`config.mk`:
```
export PLATFORM = sky130hd
export DESIGN_NAME = keypad_code_lock_controller_flat
export DESIGN_NICKNAME = d
export VERILOG_FILES = /design/src/design/ckl_pkg.sv /design/src/design/ckl_if.sv /design/src/design/ckl_cfg_regs.sv /design/src/design/ckl_step.sv /design/src/design/keypad_code_lock_controller.sv /design/src/flat_wrapper.sv
export SDC_FILE = /design/constraint.sdc
export NUM_CORES = 1
export LEC_CHECK = 0
export BUFFER_PORTS_ARGS = -buffer_cell sky130_fd_sc_hd__buf_4
export CORE_AREA = 2 2 156 197
export CTS_BUF_LIST = sky130_fd_sc_hd__clkbuf_8
export CTS_CLUSTER_SIZE = 20
export DETAILED_ROUTE_END_ITERATION = 8
export DIE_AREA = 0 0 158 199
export GPL_TIMING_DRIVEN = 0
export PLACE_DENSITY = 0.6
export SLEW_MARGIN = 20
export SYNTH_ARGS = -nofsm -noshare
export SYNTH_HDL_FRONTEND = slang
export SYNTH_HIERARCHICAL = 1
export SYNTH_SLANG_ARGS = --single-unit
```
`constraint.sdc`:
```
create_clock -name clk -period 6.1 [get_ports clk]
set_input_delay 0.305 -clock clk [delete_from_list [all_inputs] [get_ports clk]]
set_output_delay 0.305 -clock clk [all_outputs]
set_load 0.005 [all_outputs]
```
`src/design/ckl_pkg.sv`:
```
`timescale 1ns / 1ps
// ----------------------------------------------------------------------------
// ckl_pkg - shared types and constants of the keypad code lock
// Field widths, key and event codes, and the state and config records.
// ----------------------------------------------------------------------------
package ckl_pkg;

  // Code geometry
  localparam int CODE_DIGITS = 4;
  localparam int ENTRY_LEN   = 2 * CODE_DIGITS;
  localparam int CNT_W       = $clog2(ENTRY_LEN + 1);
  localparam int IDX_W       = $clog2(ENTRY_LEN);

  // Field widths
  localparam int KEY_W   = 4;
  localparam int DIGIT_W = 4;
  localparam int LAMP_W  = 4;
  localparam int VIEW_W  = 3;
  localparam int EVT_W   = 3;
  localparam int STAT_W  = 2;
  localparam int TMR_W   = 16;
  localparam int TRY_W   = 3;
  localparam int CFG_W   = 16;
  localparam int CFG_IDX_W = 2;

  // Configuration register indexes
  localparam logic [CFG_IDX_W-1:0] REG_RELOCK = 2'd0;
  localparam logic [CFG_IDX_W-1:0] REG_ALARM  = 2'd1;
  localparam logic [CFG_IDX_W-1:0] REG_WINDOW = 2'd2;
  localparam logic [CFG_IDX_W-1:0] REG_TRIES  = 2'd3;

  // Configuration reset values
  localparam logic [TMR_W-1:0] RELOCK_RST = 16'd2000;
  localparam logic [TMR_W-1:0] ALARM_RST  = 16'd9000;
  localparam logic [TMR_W-1:0] WINDOW_RST = 16'd20000;
  localparam logic [TRY_W-1:0] TRIES_RST  = 3'd5;

  // Key codes
  localparam logic [KEY_W-1:0] KEY_LAST_DIGIT = 4'd9;
  localparam logic [KEY_W-1:0] KEY_VIEW_FIRST = 4'd10;
  localparam logic [KEY_W-1:0] KEY_VIEW_LAST  = 4'd12;
  localparam logic [KEY_W-1:0] KEY_ENTER      = 4'd13;
  localparam logic [KEY_W-1:0] KEY_CHANGE     = 4'd14;
  localparam logic [KEY_W-1:0] KEY_CLEAR      = 4'd15;

  // Item kinds
  localparam logic MODE_TICK = 1'b0;

  // Views
  localparam logic [VIEW_W-1:0] VIEW_TIME   = 3'd0;
  localparam logic [VIEW_W-1:0] VIEW_ENTRY  = 3'd3;
  localparam logic [VIEW_W-1:0] VIEW_CHANGE = 3'd4;

  // Lock status
  localparam logic [STAT_W-1:0] ST_CLOSED = 2'd0;
  localparam logic [STAT_W-1:0] ST_OPEN   = 2'd1;
  localparam logic [STAT_W-1:0] ST_LOCKED = 2'd2;

  // Events
  localparam logic [EVT_W-1:0] EV_NONE     = 3'd0;
  localparam logic [EVT_W-1:0] EV_WRONG    = 3'd1;
  localparam logic [EVT_W-1:0] EV_ALARM    = 3'd2;
  localparam logic [EVT_W-1:0] EV_REJECTED = 3'd3;
  localparam logic [EVT_W-1:0] EV_LOCKOUT  = 3'd4;

  // Lamp patterns
  localparam logic [LAMP_W-1:0] LAMP_OFF    = 4'd0;
  localparam logic [LAMP_W-1:0] LAMP_WRONG  = 4'd1;
  localparam logic [LAMP_W-1:0] LAMP_ALARM  = 4'd2;
  localparam logic [LAMP_W-1:0] LAMP_REJECT = 4'd4;
  localparam logic [LAMP_W-1:0] LAMP_ALL    = 4'd15;

  localparam logic [TMR_W-1:0] TMR_MAX  = '1;
  localparam logic [TRY_W-1:0] FAIL_MAX = '1;

  typedef struct packed {
    logic [TMR_W-1:0] relock_delay_ms;
    logic [TMR_W-1:0] alarm_delay_ms;
    logic [TMR_W-1:0] try_window_ms;
    logic [TRY_W-1:0] max_tries;
  } ckl_cfg_t;

  typedef struct packed {
    logic [CODE_DIGITS-1:0][DIGIT_W-1:0] stored_code;
    logic [ENTRY_LEN-1:0][DIGIT_W-1:0]   entry_digits;
    logic [CNT_W-1:0]                    entry_count;
    logic [VIEW_W-1:0]                   view_mode;
    logic                                open_flag;
    logic [TMR_W-1:0]                    open_timer;
    logic [TRY_W-1:0]                    fail_count;
    logic [TMR_W-1:0]                    fail_timer;
    logic                                locked_out;
    logic [STAT_W-1:0]                   status_code;
    logic [LAMP_W-1:0]                   lamp_reg;
  } ckl_state_t;

  // State after reset: stored code counts 1,2,3,...
  function automatic ckl_state_t state_reset();
    ckl_state_t s;
    s = '0;
    for (int i = 0; i < CODE_DIGITS; i++) begin
      s.stored_code[i] = DIGIT_W'(i + 1);
    end
    return s;
  endfunction

endpackage

```
`src/design/ckl_if.sv`:
```
`timescale 1ns / 1ps
// ----------------------------------------------------------------------------
// ckl_if - channel interfaces of the keypad code lock
// Input channel carries ticks and key presses, output channel the status.
// ----------------------------------------------------------------------------
interface ckl_in_if;
  logic                     valid;
  logic                     ready;
  logic                     mode;
  logic [ckl_pkg::KEY_W-1:0] key;

  modport source (output valid, mode, key, input ready);
  modport sink   (input valid, mode, key, output ready);
endinterface

interface ckl_out_if;
  logic                       valid;
  logic                       ready;
  logic [ckl_pkg::LAMP_W-1:0] lamps;
  logic                       door_open;
  logic [ckl_pkg::STAT_W-1:0] lock_state;
  logic [ckl_pkg::EVT_W-1:0]  event_res;
  logic [ckl_pkg::VIEW_W-1:0] view;
  logic [ckl_pkg::CNT_W-1:0]  entered;

  modport source (output valid, lamps, door_open, lock_state, event_res, view, entered,
                  input ready);
  modport sink   (input valid, lamps, door_open, lock_state, event_res, view, entered,
                  output ready);
endinterface

```
`src/design/ckl_cfg_regs.sv`:
```
`timescale 1ns / 1ps
// ----------------------------------------------------------------------------
// ckl_cfg_regs - configuration register bank
// Holds the relock, alarm and try-window delays and the try limit.
// ----------------------------------------------------------------------------
module ckl_cfg_regs (
  input  logic                          clk,
  input  logic                          rst,
  input  logic                          cfg_we,
  input  logic [ckl_pkg::CFG_IDX_W-1:0] cfg_idx,
  input  logic [ckl_pkg::CFG_W-1:0]     cfg_data,
  output ckl_pkg::ckl_cfg_t             cfg
);

  // Register writes, decoded by index
  always_ff @(posedge clk) begin
    if (rst) begin
      cfg.relock_delay_ms <= ckl_pkg::RELOCK_RST;
      cfg.alarm_delay_ms  <= ckl_pkg::ALARM_RST;
      cfg.try_window_ms   <= ckl_pkg::WINDOW_RST;
      cfg.max_tries       <= ckl_pkg::TRIES_RST;
    end else if (cfg_we) begin
      case (cfg_idx)
        ckl_pkg::REG_RELOCK: cfg.relock_delay_ms <= cfg_data;
        ckl_pkg::REG_ALARM:  cfg.alarm_delay_ms  <= cfg_data;
        ckl_pkg::REG_WINDOW: cfg.try_window_ms   <= cfg_data;
        ckl_pkg::REG_TRIES:  cfg.max_tries       <= cfg_data[ckl_pkg::TRY_W-1:0];
        default: ;
      endcase
    end
  end

endmodule

```
`src/design/ckl_step.sv`:
```
`timescale 1ns / 1ps
// ----------------------------------------------------------------------------
// ckl_step - next-state logic of the keypad code lock
// Applies one tick or key press to the lock state and names the event.
// ----------------------------------------------------------------------------
module ckl_step (
  input  ckl_pkg::ckl_state_t           state,
  input  ckl_pkg::ckl_cfg_t             cfg,
  input  logic                          mode,
  input  logic [ckl_pkg::KEY_W-1:0]     key,
  output ckl_pkg::ckl_state_t           state_next,
  output logic [ckl_pkg::EVT_W-1:0]     event_res
);

  localparam logic [ckl_pkg::CNT_W-1:0] CNT_CODE  = ckl_pkg::CNT_W'(ckl_pkg::CODE_DIGITS);
  localparam logic [ckl_pkg::CNT_W-1:0] CNT_ENTRY = ckl_pkg::CNT_W'(ckl_pkg::ENTRY_LEN);

  // Entered old code against the stored one
  logic code_match;
  always_comb begin
    code_match = 1'b1;
    for (int i = 0; i < ckl_pkg::CODE_DIGITS; i++) begin
      if (state.stored_code[i] != state.entry_digits[i]) code_match = 1'b0;
    end
  end

  // New code occupies the upper half of the entry buffer
  logic fresh_zero;
  always_comb begin
    fresh_zero = 1'b1;
    for (int i = 0; i < ckl_pkg::CODE_DIGITS; i++) begin
      if (state.entry_digits[ckl_pkg::CODE_DIGITS + i] != '0) fresh_zero = 1'b0;
    end
  end

  // Step logic
  always_comb begin
    ckl_pkg::ckl_state_t s;
    logic                fail;
    logic [ckl_pkg::TRY_W-1:0] fails;
    logic [ckl_pkg::IDX_W-1:0] idx;

    s     = state;
    fail  = 1'b0;
    fails = '0;
    idx   = '0;
    event_res = ckl_pkg::EV_NONE;

    if (!state.locked_out) begin
      if (mode == ckl_pkg::MODE_TICK) begin
        // Open timer
        if (s.open_flag) begin
          if (s.open_timer != ckl_pkg::TMR_MAX) s.open_timer = s.open_timer + 1'b1;
        end else begin
          s.open_timer = '0;
        end
        if (s.open_flag && s.open_timer >= cfg.relock_delay_ms) begin
          s.lamp_reg     = ckl_pkg::LAMP_OFF;
          s.entry_digits = '0;
          s.entry_count  = '0;
        end
        if (s.open_flag && s.open_timer >= cfg.alarm_delay_ms) begin
          s.lamp_reg = ckl_pkg::LAMP_ALARM;
          event_res  = ckl_pkg::EV_ALARM;
        end
        // Try window
        if (s.fail_count != '0 && s.fail_count < cfg.max_tries &&
            s.fail_timer != ckl_pkg::TMR_MAX) begin
          s.fail_timer = s.fail_timer + 1'b1;
        end
        if (s.fail_timer >= cfg.try_window_ms) begin
          s.fail_count = '0;
          s.fail_timer = '0;
        end
      end else begin
        // View selection
        if (key >= ckl_pkg::KEY_VIEW_FIRST && key <= ckl_pkg::KEY_VIEW_LAST) begin
          s.view_mode = ckl_pkg::VIEW_W'(key - ckl_pkg::KEY_VIEW_FIRST);
        end
        if (key == ckl_pkg::KEY_ENTER && s.view_mode != ckl_pkg::VIEW_ENTRY) begin
          s.view_mode   = ckl_pkg::VIEW_ENTRY;
          s.entry_count = '0;
        end
        if (key == ckl_pkg::KEY_CHANGE &&
            ((s.view_mode != ckl_pkg::VIEW_CHANGE && s.view_mode != ckl_pkg::VIEW_ENTRY) ||
             (s.view_mode == ckl_pkg::VIEW_ENTRY && s.entry_count == '0))) begin
          s.view_mode   = ckl_pkg::VIEW_CHANGE;
          s.entry_count = '0;
        end
        // Digit entry
        idx = s.entry_count[ckl_pkg::IDX_W-1:0];
        if (key <= ckl_pkg::KEY_LAST_DIGIT) begin
          if ((s.view_mode == ckl_pkg::VIEW_ENTRY && s.entry_count < CNT_CODE) ||
              (s.view_mode == ckl_pkg::VIEW_CHANGE && s.entry_count < CNT_ENTRY)) begin
            s.entry_digits[idx] = key;
            s.entry_count       = s.entry_count + 1'b1;
          end
        end
        // Unlock
        if (key == ckl_pkg::KEY_ENTER && s.view_mode == ckl_pkg::VIEW_ENTRY &&
            s.entry_count == CNT_CODE) begin
          if (code_match) begin
            s.lamp_reg    = ckl_pkg::LAMP_ALL;
            s.open_flag   = 1'b1;
            s.status_code = ckl_pkg::ST_OPEN;
            s.fail_count  = '0;
          end else begin
            fail = 1'b1;
          end
        end
        // Code change: old code check, then the new code
        if (key == ckl_pkg::KEY_CHANGE && s.view_mode == ckl_pkg::VIEW_CHANGE &&
            s.entry_count == CNT_ENTRY) begin
          if (code_match) begin
            s.fail_count   = '0;
            s.entry_digits = '0;
            s.entry_count  = '0;
            if (fresh_zero) begin
              s.lamp_reg = ckl_pkg::LAMP_REJECT;
              event_res  = ckl_pkg::EV_REJECTED;
            end else begin
              s.lamp_reg    = ckl_pkg::LAMP_ALL;
              for (int i = 0; i < ckl_pkg::CODE_DIGITS; i++) begin
                s.stored_code[i] = state.entry_digits[ckl_pkg::CODE_DIGITS + i];
              end
              s.view_mode   = ckl_pkg::VIEW_ENTRY;
              s.status_code = ckl_pkg::ST_CLOSED;
            end
          end else begin
            fail = 1'b1;
          end
        end
        // Backspace, or close when nothing to remove
        if (key == ckl_pkg::KEY_CLEAR) begin
          if ((s.view_mode == ckl_pkg::VIEW_ENTRY || s.view_mode == ckl_pkg::VIEW_CHANGE) &&
              s.entry_count != '0 && s.entry_count <= CNT_ENTRY) begin
            s.entry_count       = s.entry_count - 1'b1;
            s.entry_digits[s.entry_count[ckl_pkg::IDX_W-1:0]] = '0;
          end else begin
            s.open_flag    = 1'b0;
            s.lamp_reg     = ckl_pkg::LAMP_OFF;
            s.entry_digits = '0;
            s.entry_count  = '0;
            s.view_mode    = ckl_pkg::VIEW_TIME;
            s.status_code  = ckl_pkg::ST_CLOSED;
          end
        end
        // Failed try: count it, lock out at the limit
        if (fail) begin
          fails      = (s.fail_count != ckl_pkg::FAIL_MAX) ? s.fail_count + 1'b1 : s.fail_count;
          s.lamp_reg   = ckl_pkg::LAMP_WRONG;
          s.fail_count = fails;
          if (fails >= cfg.max_tries) begin
            s.locked_out  = 1'b1;
            s.status_code = ckl_pkg::ST_LOCKED;
            event_res     = ckl_pkg::EV_LOCKOUT;
          end else begin
            s.entry_count = '0;
            event_res     = ckl_pkg::EV_WRONG;
          end
        end
      end
    end

    state_next = s;
  end

endmodule

```
`src/design/keypad_code_lock_controller.sv`:
```
`timescale 1ns / 1ps
// ----------------------------------------------------------------------------
// keypad_code_lock_controller - four-digit keypad lock controller
// Takes ticks and key presses, returns one status transaction for each.
// ----------------------------------------------------------------------------
// Usage:
//   in_ch  : one transaction per event; mode 0 is a 1 ms tick, mode 1 a key
//            press with the key code in key.
//   out_ch : exactly one transaction per input transaction, in order, with
//            lamps, door_open, lock_state, event_res, view and entered.
//   cfg_we/cfg_idx/cfg_data : write-only registers (0 relock delay,
//            1 alarm delay, 2 try window, 3 max tries); write while idle.
// Pipeline: an event accepted into the input register is stepped through the
//   lock logic, and its result is loaded into the result register when that
//   stage advances.
// Throughput: one event per cycle while out_ch is not stalled; the step logic
//   between the input register and the result register is a single pass.
// Reset: rst (synchronous) restores code 1,2,3,4, clears entry, timers, tries
//   and lockout, and loads the register defaults 2000, 9000, 20000 and 5.
// Stall: with out_ch.ready low the result holds; one more event may wait in
//   the input register, after which in_ch.ready drops.
// ----------------------------------------------------------------------------
module keypad_code_lock_controller (
  input  logic                          clk,
  input  logic                          rst,
  ckl_in_if.sink                        in_ch,
  ckl_out_if.source                     out_ch,
  input  logic                          cfg_we,
  input  logic [ckl_pkg::CFG_IDX_W-1:0] cfg_idx,
  input  logic [ckl_pkg::CFG_W-1:0]     cfg_data
);

  ckl_pkg::ckl_cfg_t   cfg;
  ckl_pkg::ckl_state_t state;
  ckl_pkg::ckl_state_t state_next;
  logic [ckl_pkg::EVT_W-1:0] event_next;

  logic                      in_vld;
  logic                      in_mode;
  logic [ckl_pkg::KEY_W-1:0] in_key;
  logic                      out_vld;
  logic                      advance;

  ckl_cfg_regs u_cfg (
    .clk      (clk),
    .rst      (rst),
    .cfg_we   (cfg_we),
    .cfg_idx  (cfg_idx),
    .cfg_data (cfg_data),
    .cfg      (cfg)
  );

  ckl_step u_step (
    .state      (state),
    .cfg        (cfg),
    .mode       (in_mode),
    .key        (in_key),
    .state_next (state_next),
    .event_res  (event_next)
  );

  // Handshake: the result stage moves when empty or taken
  assign advance      = !out_vld || out_ch.ready;
  assign in_ch.ready  = !in_vld || advance;
  assign out_ch.valid = out_vld;

  // Input register
  always_ff @(posedge clk) begin
    if (rst) begin
      in_vld <= 1'b0;
    end else if (in_ch.valid && in_ch.ready) begin
      in_vld <= 1'b1;
    end else if (advance) begin
      in_vld <= 1'b0;
    end
  end

  always_ff @(posedge clk) begin
    if (in_ch.valid && in_ch.ready) begin
      in_mode <= in_ch.mode;
      in_key  <= in_ch.key;
    end
  end

  // Lock state, committed as each event moves to the result stage
  always_ff @(posedge clk) begin
    if (rst) begin
      state <= ckl_pkg::state_reset();
    end else if (in_vld && advance) begin
      state <= state_next;
    end
  end

  // Result register
  always_ff @(posedge clk) begin
    if (rst) begin
      out_vld <= 1'b0;
    end else if (advance) begin
      out_vld <= in_vld;
    end
  end

  always_ff @(posedge clk) begin
    if (in_vld && advance) begin
      out_ch.lamps      <= state_next.lamp_reg;
      out_ch.door_open  <= state_next.open_flag;
      out_ch.lock_state <= state_next.status_code;
      out_ch.event_res  <= event_next;
      out_ch.view       <= state_next.view_mode;
      out_ch.entered    <= state_next.entry_count;
    end
  end

endmodule

```
`src/flat_wrapper.sv`:
```
// flat-port wrapper written by rule: the top's interface ports become plain ports
module keypad_code_lock_controller_flat 
  (clk, rst, cfg_we, cfg_idx, cfg_data, in_ch_valid, in_ch_mode, in_ch_key, in_ch_ready, out_ch_valid, out_ch_lamps, out_ch_door_open, out_ch_lock_state, out_ch_event_res, out_ch_view, out_ch_entered, out_ch_ready);
  ckl_in_if in_ch_i ();
  ckl_out_if out_ch_i ();
  input  logic clk;
  input  logic rst;
  input  logic cfg_we;
  input  logic [ckl_pkg::CFG_IDX_W-1:0] cfg_idx;
  input  logic [ckl_pkg::CFG_W-1:0] cfg_data;
  input wire logic [$bits(in_ch_i.valid)-1:0] in_ch_valid;
  input wire logic [$bits(in_ch_i.mode)-1:0] in_ch_mode;
  input wire logic [$bits(in_ch_i.key)-1:0] in_ch_key;
  output wire logic [$bits(in_ch_i.ready)-1:0] in_ch_ready;
  output wire logic [$bits(out_ch_i.valid)-1:0] out_ch_valid;
  output wire logic [$bits(out_ch_i.lamps)-1:0] out_ch_lamps;
  output wire logic [$bits(out_ch_i.door_open)-1:0] out_ch_door_open;
  output wire logic [$bits(out_ch_i.lock_state)-1:0] out_ch_lock_state;
  output wire logic [$bits(out_ch_i.event_res)-1:0] out_ch_event_res;
  output wire logic [$bits(out_ch_i.view)-1:0] out_ch_view;
  output wire logic [$bits(out_ch_i.entered)-1:0] out_ch_entered;
  input wire logic [$bits(out_ch_i.ready)-1:0] out_ch_ready;
  assign in_ch_i.valid = in_ch_valid;
  assign in_ch_i.mode = in_ch_mode;
  assign in_ch_i.key = in_ch_key;
  assign in_ch_ready = in_ch_i.ready;
  assign out_ch_valid = out_ch_i.valid;
  assign out_ch_lamps = out_ch_i.lamps;
  assign out_ch_door_open = out_ch_i.door_open;
  assign out_ch_lock_state = out_ch_i.lock_state;
  assign out_ch_event_res = out_ch_i.event_res;
  assign out_ch_view = out_ch_i.view;
  assign out_ch_entered = out_ch_i.entered;
  assign out_ch_i.ready = out_ch_ready;
  keypad_code_lock_controller u_core (.clk(clk), .rst(rst), .in_ch(in_ch_i), .out_ch(out_ch_i), .cfg_we(cfg_we), .cfg_idx(cfg_idx), .cfg_data(cfg_data));
endmodule
```
Word level (Yosys, flattened, before mapping)
Index checks and enable logic that the tools add are counted.

word-level totals
  register bits after elaboration = 173
  bits of input ports = 28
  output and inout bits = 19
  word-level logic and storage cells = 224

cells by class
  add/subtract/negate cells = 6
  order comparisons = 15
  equality and inequality tests = 26
  multiplexer cells = 91
  bitwise logic cells = 4
  reduce and logical (&&, ||, !) cells = 47

operators by type and width
  operator                                                          number
  36-bit two-way mux                                                7
  55-bit two-way mux                                                4
  16-bit two-way mux                                                10
  3-bit two-way mux                                                 18
  50-bit two-way mux                                                1
  7-bit two-way mux                                                 7
  16-bit >= comparator                                              3
  4-bit two-way mux                                                 10
  40-bit two-way mux                                                1
  6-bit two-way mux                                                 6
  16-bit by 1-bit adder with 16-bit output (second input constant)  2
  32-bit bitwise AND                                                1
  32-bit bitwise mux                                                1
  16-bit != test (second input constant)                            2
  32-bit inverter                                                   1
  4-bit demux with 3-bit select                                     2
  1-bit logical AND                                                 21
  4-bit nonzero test                                                5
  19-bit two-way mux                                                1
  1-bit two-way mux                                                 18
  4-bit equality test (second input constant)                       4
  4-bit != test                                                     4
  3-bit by 2-bit != test with 1-bit output (second input constant)  5
  4-bit less-or-equal comparator (second input constant)            3
  28 further kinds                                                  52

Depth between registers and ports, before layout
Gate-level depths: netlist (run 1).

  word-level depth = 44
  gate-level depth with buffers = 34
  gate-level depth less buffers = 32

Hierarchy
Netlist (run 1), hierarchy kept.

by module, submodules not included
  module                       times used  cells each  area an instance (um^2)  seq. area each (um^2)
  keypad_code_lock_controller  1           457         5074.9                   2662.6
  ckl_step                     1           717         4830.9                   0.0
  ckl_cfg_regs                 1           203         2083.2                   1021.0

Least setup slack after synthesis (run 1)
Ideal clock, no wire load.

  path type = reg2reg
  from = register u_core/in_key[1] (netlist bit)
  to = register u_core.out_ch.entered[0], data pin
  setup time = 0.279 ns
  arrival = 5.882 ns
  required time = 5.821 ns
  path slack = -0.061 ns
  stages on the path, launching flop included = 31
  path buffers = 1
  clock period less this slack = 6.161 ns
  cells stage by stage = edfxtp_1 -> clkbuf_1 -> inv_1 -> ha_1 -> and4bb_1 -> a221o_2 -> o21bai_4 -> o21ai_1 -> a21o_1 -> nand2_1 -> inv_1 -> ha_1 -> nand3_1 -> o41a_1 -> a211oi_2 -> mux2i_1 -> nor3_1 -> nand2b_1 -> inv_1 -> nor2_1 -> ha_1 -> nand2_1 -> xor2_1 -> nor2_1 -> ha_1 -> nand2b_1 -> a21o_1 -> a21oi_1 -> a21oi_1 -> a32oi_1 -> o31ai_1

RTL lines
  element                   RTL line                            source
  start: declaration        keypad_code_lock_controller.sv:40   logic [ckl_pkg::KEY_W-1:0] in_key;
  start signal: assignment  keypad_code_lock_controller.sv:81   in_key <= in_ch.key;
  end signal: assignment    keypad_code_lock_controller.sv:110  out_ch.entered <= state_next.entry_count;
  end: declaration          ckl_if.sv:26                        modport source (output valid, lamps, door_open, lock_state, event_res, view, entered,

==> results of run 1 <==
critical path: cells and delay by family (launching register included):
family	cells	cell delay, ns
buf+inv	4	0.38
mux	2	0.42
simple gates	12	1.78
compound gates	9	2.01
fa+ha+maj	4	0.76
flops	1	0.46
xor+xnor	1	0.16
state kept, by name, indices dropped and copies added (netlist names):
signal,flops
u_core/out_ch.lock_state,2
u_core/out_ch.entered,4
u_core/out_ch.valid,1
u_core/in_vld,1
u_core/state,98
u_core/out_ch.view,3
u_core/out_ch.door_open,1
u_core/out_ch.lamps,4
u_core/in_mode,1
u_core/in_key,4
u_core/out_ch.event_res,3
u_core/u_cfg/cfg,51
area by class of cell:
type,count,share of cell area
Clock buffer,18,0.01802
Buffer,82,0.03094
Tap cell,401,0.03649
Inverter,60,0.01711
Timing Repair Buffer,73,0.04104
Clock inverter,14,0.01328
Sequential cell,173,0.2679
Multi-Input combinational cell,1062,0.5752
synthesized netlist by cell type (all sizes together), types with 10 or more instances:
master and count:
inv 60, edfxtp 22, nor2 108, buf 32, a21oi 26, nand2 74, nor3 15, nor2b 12
mux2i 155, clkbuf 50, dfxtp 151, ha 59, nor4 16, xnor2 19, a32oi 10, a22o 37
a21o 15, xor2 26, nand2b 247, a211oi 12, o31ai 21, mux2 15, nand3 38, and3 10
o21ai 49
through the flow:
step / instance area [um^2] / utilization / setup WS (ns)
floorplan: 11990 / - / 0.04128
finish: 13750 / 0.4634 / 0.009472
global placement: 12830 / 0.4324 / -1.451
CTS: 13580 / 0.4575 / 0.004728
global route: 13750 / 0.4634 / -0.2171
detailed placement: 12840 / 0.4326 / -1.469
power groups by stage:
| stage | Combinational [mW] | Sequential [mW] | Clock, mW |
|---|---|---|---|
| global placement | 0.271 | 1.21 | 0 |
| floorplan | 0.182 | 1.21 | 0 |
| global route | 0.309 | 1.19 | 0.972 |
| finish | 0.289 | 1.18 | 0.903 |
| detailed placement | 0.272 | 1.21 | 0 |
| CTS | 0.284 | 1.18 | 0.929 |
what timing repair did:
action | in CTS | in global routing
resized for setup | 36 | 22
hold buffers | 5 | 0
buffers inserted | 13 | 10
hold endpoints to repair | 5 | 0
setup endpoints to repair | 16 | 14
pin swaps | 12 | 20
per-layer routing:
metal	vias up	global-route usage
met5	-	0
met4	0	0.07140
met3	54	0.02941
met2	228	0.3902
met1	4917	0.2637
li1	5021	-
worst paths after layout:
kind,from,endpoint,slack [ns]
setup reg to reg,u_core/in_key[1],u_core/state[46],0.009
setup / recovery,u_core/in_key[1],u_core/state[46],0.009
hold / removal,in_ch_valid,u_core/in_vld,0.08
hold reg to reg,u_core/state[2],u_core/state[2],0.48
kinds of logic after synthesis:
logic type | count (synthesis)
adder cells (fa/ha/maj) | 59
multiplexers | 170
XOR/XNOR | 45
AO/OA/AOI/OAI | 224
flip-flops | 173
AND/OR/NAND/NOR | 564
buffers and inverters | 142
==> summary by stage, run 1 <==
Run status
The flow ran to the end, and the final reports show no timing, DRC or antenna violations.

Route
The routed design uses between 1000 and 1500 um of met3 wire. In this run the remaining antenna-violating nets after routing total 0. After detailed routing, no signal wire sits above met4. The met1 routed wirelength after detailed routing is roughly 15000 um. The via count is a little over 10000. Dividing the detail-routed wire length by the instance count gives between 15 and 20 um. The number of DRC markers in iteration 0 is around 560. The average vias per placed instance is between 5 and 6.

The total wire length is between 30000 and 40000 um. The routed length on met2 is 17100 um. The pre-antenna-repair detailed-routing pass consisted of 5 iterations. The number of DRC violations after detailed routing is 0.

Placed design
After detailed placement, the design holds a cell count of 1823. The number of buffers added on ports is between 40 and 50. The congestion estimate from routability-driven global placement came to about 0.90. The detailed-placement wirelength estimate is approximately 25000 um.

Worst hold path
The worst hold path stage count is 3. The kind of path behind the tightest hold check is primary input to flop.

Synthesis
The mapped netlist covers 11990 um^2. The share of synthesized area in the top cell type comes to 0.2521. During synthesis, Yosys emitted a total of 6 warnings. Of the total synthesized cell area, the portion taken by AND, OR, NAND and NOR gates is 0.2588. After synthesis, the largest family of logic cells by area is simple AND/OR/NAND/NOR gates. The portion of synthesized area spent on multiplexers is 0.1435.

The most used flip-flop cell after synthesis is sky130_fd_sc_hd__dfxtp_1. The synthesized instance count is ~1400. The net count after synthesis is about 1500. After synthesis, the share of flip-flops with an asynchronous set or reset is 0. The XOR/XNOR share of the synthesized area is 0.03287. Of all cell types, the one taking the most synthesized area is sky130_fd_sc_hd__dfxtp_1. The number of enable-type register cells in the synthesized netlist is 22. The sequential share of the synthesized area is 0.3072. The synthesized netlist contains 81 unique library cells. The adder and majority cell fraction of the synthesized area is 0.06157. In this run, synthesis produced a sequential element count of 173. The fraction of the mapped netlist area in compound gates is 0.1426. By area the synthesized netlist is led by sky130_fd_sc_hd__dfxtp_1 (25%), sky130_fd_sc_hd__mux2i_1 (13%), sky130_fd_sc_hd__nand2b_1 (13%). Dividing the synthesized area by the synthesized cell count gives ~8.7 um^2.

Final layout
The ratio of cells with drive above 1 in the final layout is 0.1430. After filler insertion, the fill cell instance count of the layout stands at ~3000. From synthesis to final layout, the design area changed by 14.69%.

The final instance count without filler cells is roughly 1900. The area taken by multi-input logic gates is roughly 8000 um^2. In the layout the commonest cells are sky130_fd_sc_hd__nand2b_1 (246), sky130_fd_sc_hd__mux2i_1 (154), sky130_fd_sc_hd__dfxtp_1 (151). For this run, the post-layout net count is between 1500 and 2000. The register area is between 3000 and 4000 um^2.

The most common library cell in the layout ignoring fill and taps is sky130_fd_sc_hd__nand2b_1. The number of antenna repair diodes is 0.

CTS
CTS built an H-tree with a depth of 4. Counting every sink on the clock net gives 173. The buffer type at the clock tree root is sky130_fd_sc_hd__clkbuf_8.

The clock transition at the registers of the reported paths is ~0.10 ns. TritonCTS built the clock tree. The clock passes through at most 2 buffers. The insertion delay of the later-clocked pin in the worst-skew pair is 0.48 ns.

Counting the buffers created by CTS gives 17.

Timing
The final-report setup violation count is 0. The post-route worst hold slack is between 0.08 and 0.09 ns. The setup skew after layout is between 0.015 and 0.02 ns.

Dividing the final minimum period by the clock period gives 0.9984. The final number of max-transition violations is 0. The slew at the pin closest to its max-slew limit is approximately 1.1 ns. The worst path in the final design needs a cycle of roughly 6.1 ns, including I/O delays and setup. The sum of negative setup slack is 0 ns. Setup repair after global routing could not meet its margin everywhere. The hold violation total from the final report is 0.

For this run, the top clock speed supported by timing is 0.1642 GHz. The headroom to the max-slew limit is 0.2633.

Pwr
In this run the power density over the cells is around 170 nW/um^2. In this run the static leakage power is roughly 5.3 nW. Summed over all nets, the switching power comes to between 600 and 700 uW. Total power for the finished layout comes to around 2.4 mW. The peak ir drop on the vdd network is 138.8 uV.

The clock network power share is 0.380. Of the total power, registers draw 0.498. The design internal power is approximately 1.7 mW.

The share of total power dissipated in combinational logic is 0.122. Of the total power, the share spent switching nets is 0.2767.

Setup path
The worst setup path is captured at a flop. The stage delay of the slowest cell on the critical path is roughly 0.53 ns. The worst setup path is launched from a flop.

The worst setup path is of the flop to flop kind. The maximum fanout count along the critical path is 5. Among all stages on the critical path, the largest delay is contributed by sky130_fd_sc_hd__or4b_4.

STA puts the critical path data required time at 6.48 ns. The cell depth of the worst flop-to-flop path is 32. The arrival time of data at the critical path endpoint is 6.47 ns.

Floorplanning
The die covers 31440 um^2. During I/O placement, the number of pins put on the boundary was 47. The floorplan die height is 199 um. The core footprint is approximately 30000 um^2.

The initial utilization of the core area, before any placement, comes to 0.4041. The overall die width is about 160 um. The number of core rows is about 70.

Global routing
The number of antenna violations at the first check in global routing is 0. The number of global-route vias before repair came to 9962. The first global-routing pass estimated 53230 um of wire. For this run, the total global-route usage over all layers was measured as 0.2167. The remaining global-route overflow is 0. The pin count of the biggest net entering global routing is 27.

Job
The number of max-cap violations is 0.
No activity file was read; power rests on OpenSTA's default activity.
==> run 2, diff against run 1 <==
--- a/config.mk
+++ b/config.mk
@@ -8,3 +8,3 @@
 export BUFFER_PORTS_ARGS = -buffer_cell sky130_fd_sc_hd__buf_4
-export CORE_AREA = 2 2 156 197
+export CORE_AREA = 5 5 144 181
 export CTS_BUF_LIST = sky130_fd_sc_hd__clkbuf_8
@@ -12,5 +12,5 @@
 export DETAILED_ROUTE_END_ITERATION = 8
-export DIE_AREA = 0 0 158 199
+export DIE_AREA = 0 0 149 186
 export GPL_TIMING_DRIVEN = 0
-export PLACE_DENSITY = 0.6
+export PLACE_DENSITY = 0.61
 export SLEW_MARGIN = 20
@@ -18,3 +18,2 @@
 export SYNTH_HDL_FRONTEND = slang
-export SYNTH_HIERARCHICAL = 1
 export SYNTH_SLANG_ARGS = --single-unit
==> constraint.sdc (replaced) <==
create_clock -name clk -period 6.1 [get_ports clk]
set_input_delay 0.61 -clock clk [delete_from_list [all_inputs] [get_ports clk]]
set_output_delay 0.61 -clock clk [all_outputs]
set_load 0.005 [all_outputs]
==> summary by stage, run 2 <==
Run status
The flow ran to the end, and the final reports show no timing, DRC or antenna violations.

Final layout
The number of nets in the layout is approximately 1400. Counting flops per register, the top entry is u_core.state. Summing all non-filler instances in the final layout gives an area of roughly 11000 um^2. The number of antenna repair diodes is 0.

The largest registers in the layout are u_core.state: 98 flops, u_core.u_cfg.cfg: 51 flops. The synthesis-to-layout area growth is 15.81%. The ratio of cells with drive above 1 in the final layout is 0.1208. The final instance count without filler cells is roughly 1600. The number of flip-flops in the largest register is 98.

The share of the core filled with cells in the final layout is 0.4663. The most common library cell in the layout ignoring fill and taps is sky130_fd_sc_hd__nand2_1. The library cells used most frequently in the layout, excluding fill and tap cells, are sky130_fd_sc_hd__nand2_1 (179), sky130_fd_sc_hd__dfxtp_1 (151), sky130_fd_sc_hd__a21oi_1 (100).

Synthesis
The net count after synthesis is roughly 1300. The synthesized flop and latch total is around 170. Dividing the synthesized area by the synthesized cell count gives ~8.2 um^2. Summed over all instances, the cell type with the most area after synthesis is sky130_fd_sc_hd__dfxtp_1.

The synthesized cell area is 9737 um^2. Sorting the synthesized cells by area gives the leading types as sky130_fd_sc_hd__dfxtp_1 (31%), sky130_fd_sc_hd__ha_1 (7.7%), sky130_fd_sc_hd__nand2_1 (7.0%). The sequential share of the synthesized area is 0.3783. After synthesis, the netlist uses 77 different library cells.

For this run, asynchronously set or reset flops after synthesis account for 0. Of the total synthesized cell area, the portion taken by XOR and XNOR cells is 0.03688. The number of enable-type register cells in the synthesized netlist is 22.

The dominant combinational cell family by area after synthesis is simple AND/OR/NAND/NOR gates. For this run, the number of Yosys warnings is 0. The fraction of the mapped netlist area in compound gates is 0.2086. The cell count after synthesis came out at 1184. Among all cell types in the netlist, the one instantiated most often is sky130_fd_sc_hd__nand2_1.

Of the total synthesized cell area, the portion taken by AND, OR, NAND and NOR gates is 0.2267. The most frequently used flop master after synthesis is sky130_fd_sc_hd__dfxtp_1. The share of synthesized area in the top cell type comes to 0.3105.

The commonest cells after synthesis are sky130_fd_sc_hd__nand2_1 (181), sky130_fd_sc_hd__dfxtp_1 (151), sky130_fd_sc_hd__a21oi_1 (102). The adder and majority cell fraction of the synthesized area is 0.07710. Measured against the total synthesized area, the mux share comes to 0.02197.

Route
The routed length on met2 is 14010 um. After detailed routing, the wire length on met1 is between 10000 and 15000 um. After detailed routing, the number of remaining DRC violations is 0. The remaining number of nets flagged by the antenna check after routing is 0. After detailed routing, no signal wire sits above met4. The detailed router finished its first iteration with around 540 violations. After detailed routing, the average wire length per cell comes to 17.32 um. The total wire length is between 20000 and 30000 um. The average vias per placed instance is between 5 and 6. The routed layout has between 8000 and 9000 vias. The met3 wire length is around 1200 um. The number of iterations in the first detailed-routing pass is 4.

Pwr
The peak ir drop on the vdd network is between 100 and 150 uV. The total power divided by cell area is 195.5 nW/um^2. The static leakage is around 4.2 nW. Power comes to between 2 and 2.5 mW.

CTS
The tree is rooted in a sky130_fd_sc_hd__clkbuf_8. The number of clock sinks is about 170. In this run the deepest clock path goes through 2 buffers.

The number of H-tree branching levels is 4. TritonCTS created 17 clock buffers. Clock latency on the worst-skew pair, taken at its later pin, is 0.48 ns. The TritonCTS clock tree is built. The clock transition at the registers of the reported paths is 0.10 ns.

Setup path
The critical path crosses 28 cells after its start point. The largest single stage delay on the critical path is roughly 0.41 ns. At the worst endpoint, the required time is 6.34 ns. The maximum fanout count along the critical path is 7.

The kind of cell adding the most delay to the critical path is compound AO/OA/AOI/OAI gates. The worst setup path is launched from a flop. The sort of element at the end of the critical path is a flop. The arrival time of data at the critical path endpoint is between 6 and 7 ns.

The worst register-to-register path has a depth of 28. The slowest stage of the critical path is the sky130_fd_sc_hd__or3b_4 cell. The cell that appears most often on the critical path is sky130_fd_sc_hd__ha_4. The kind of critical path is flop to flop. Together, buffers and inverters on the worst path number 3.

Floorplanning
The floorplan has 64 rows. The initial utilization of the core area, before any placement, comes to 0.4026. The core footprint is roughly 24000 um^2. The overall die width is around 150 um. The number of placed I/O pins is 47. The die covers 27710 um^2.

The floorplan die height is between 150 and 200 um.

Worst hold path
The worst hold path stage count is 1. The kind of path behind the tightest hold check is primary input to flop.

Global routing
The global routing usage summed across all routing layers is 0.1992. For this run the aggregate overflow at the end of global routing stands at 0. The number of antenna violations at the first check in global routing is 0. The number of global-route vias before repair was ~8500.

The pin count of the biggest net entering global routing is 21. The global-route wire length before repair is between 40000 and 50000 um.

Timing
The final critical path time including I/O delays and setup is 5.912 ns. At the pin with the least slew margin, the transition time is approximately 0.97 ns. The headroom to the max-slew limit is 0.3499. Setup violations remaining at the end of the flow were counted as 0.

The sum of negative setup slack is 0 ns. Of the available clock period, the critical path in the final layout requires 0.9691. The hold violation total from the final report is 0.

Once routing completed, OpenROAD measured the worst setup slack at approximately 0.19 ns. The post-route worst hold slack is slightly above 0.3 ns. Timing would allow up to roughly 0.17 GHz. The setup skew after layout is 0.01561 ns.

The final number of max-transition violations is 0.

Placed design
The post-place setup slack is -1.091 ns. Routability-driven placement finished with a final weighted congestion of 0.9031. The detailed-placement wirelength estimate is roughly 21000 um. The number of placed instances, taps included, is between 1500 and 2000. Input and output buffers added on the ports amount to 46. The placed instances occupy a cell area of about 11000 um^2.

Job
The number of max-cap violations is 0.
run 2: changes by cell type in the layout (fill, tap and decap cells not counted), sizes merged, moves of 16 or more:
| cell | previous run | this run |
|---|---|---|
| nand2 | 74 | 181 |
| nor2 | 108 | 92 |
| a21oi | 26 | 103 |
| a211o | 4 | 21 |
| nand2b | 247 | 17 |
| mux2i | 155 | 18 |
| buf | 100 | 78 |
| a22o | 37 | 15 |
| xor2 | 26 | 8 |
| nor3 | 15 | 31 |
run 2: kinds of logic (layout without fill, tap and decap cells):
group | Yosys count | in the layout
flops | 173 | 173
simple gates | 465 | 465
xor+xnor | 41 | 41
buf+inv | 128 | 227
compound gates | 296 | 296
fa+ha+maj | 60 | 60
mux | 21 | 21
run 2: layout make-up:
type | count | area [um^2]
well taps | 330 | 412.9
plain buffers | 53 | 215.2
multi-input cells | 883 | 5767
clock inverters | 15 | 158.9
repair buffers | 68 | 523.0
flip-flops and latches | 173 | 3684
inverters | 74 | 281.5
fillers | 2414 | 12910
clock buffers | 17 | 234.0
run 2: worst paths after layout:
kind	startpoint	end	slack, ns
max	u_core.in_key[1]	u_core.out_ch.entered[2]	0.19
min	in_ch_key[1]	u_core.in_key[1]	0.30
max reg2reg	u_core.in_key[1]	u_core.out_ch.entered[2]	0.19
min reg2reg	u_core.u_cfg.cfg[4]	u_core.u_cfg.cfg[4]	0.46
run 2: per-layer routing:
layer | global-route usage | up-vias
met5 | 0 | -
met4 | 0.07509 | 0
met3 | 0.02996 | 61
met2 | 0.3575 | 243
met1 | 0.2403 | 4219
li1 | - | 4396
run 2: where the power goes:
| group | total [mW] | internal [mW] | leakage, nW | switching (mW) |
|---|---|---|---|---|
| Clock | 0.813 | 0.339 | 0.200 | 0.474 |
| Combinational | 0.207 | 0.0722 | 2.59 | 0.135 |
| Sequential | 1.18 | 1.17 | 1.43 | 0.0112 |
| Total | 2.20 | 1.58 | 4.22 | 0.621 |
run 2: worst reg2reg max path: cells and delay by family, from the launching register on:
kind,cells,cell delay (ns)
AND/OR/NAND/NOR,10,1.54
buffers and inverters,3,0.28
AO/OA/AOI/OAI,9,2.06
flip-flops,1,0.39
adder cells (fa/ha/maj),5,1.13
multiplexers,1,0.30
run 2: repair_timing:
action,CTS,global route
pin swaps,6,14
setup buffers,9,13
gates resized for setup,16,23
hold buffers,0,0
endpoints found under the setup margin,41,15
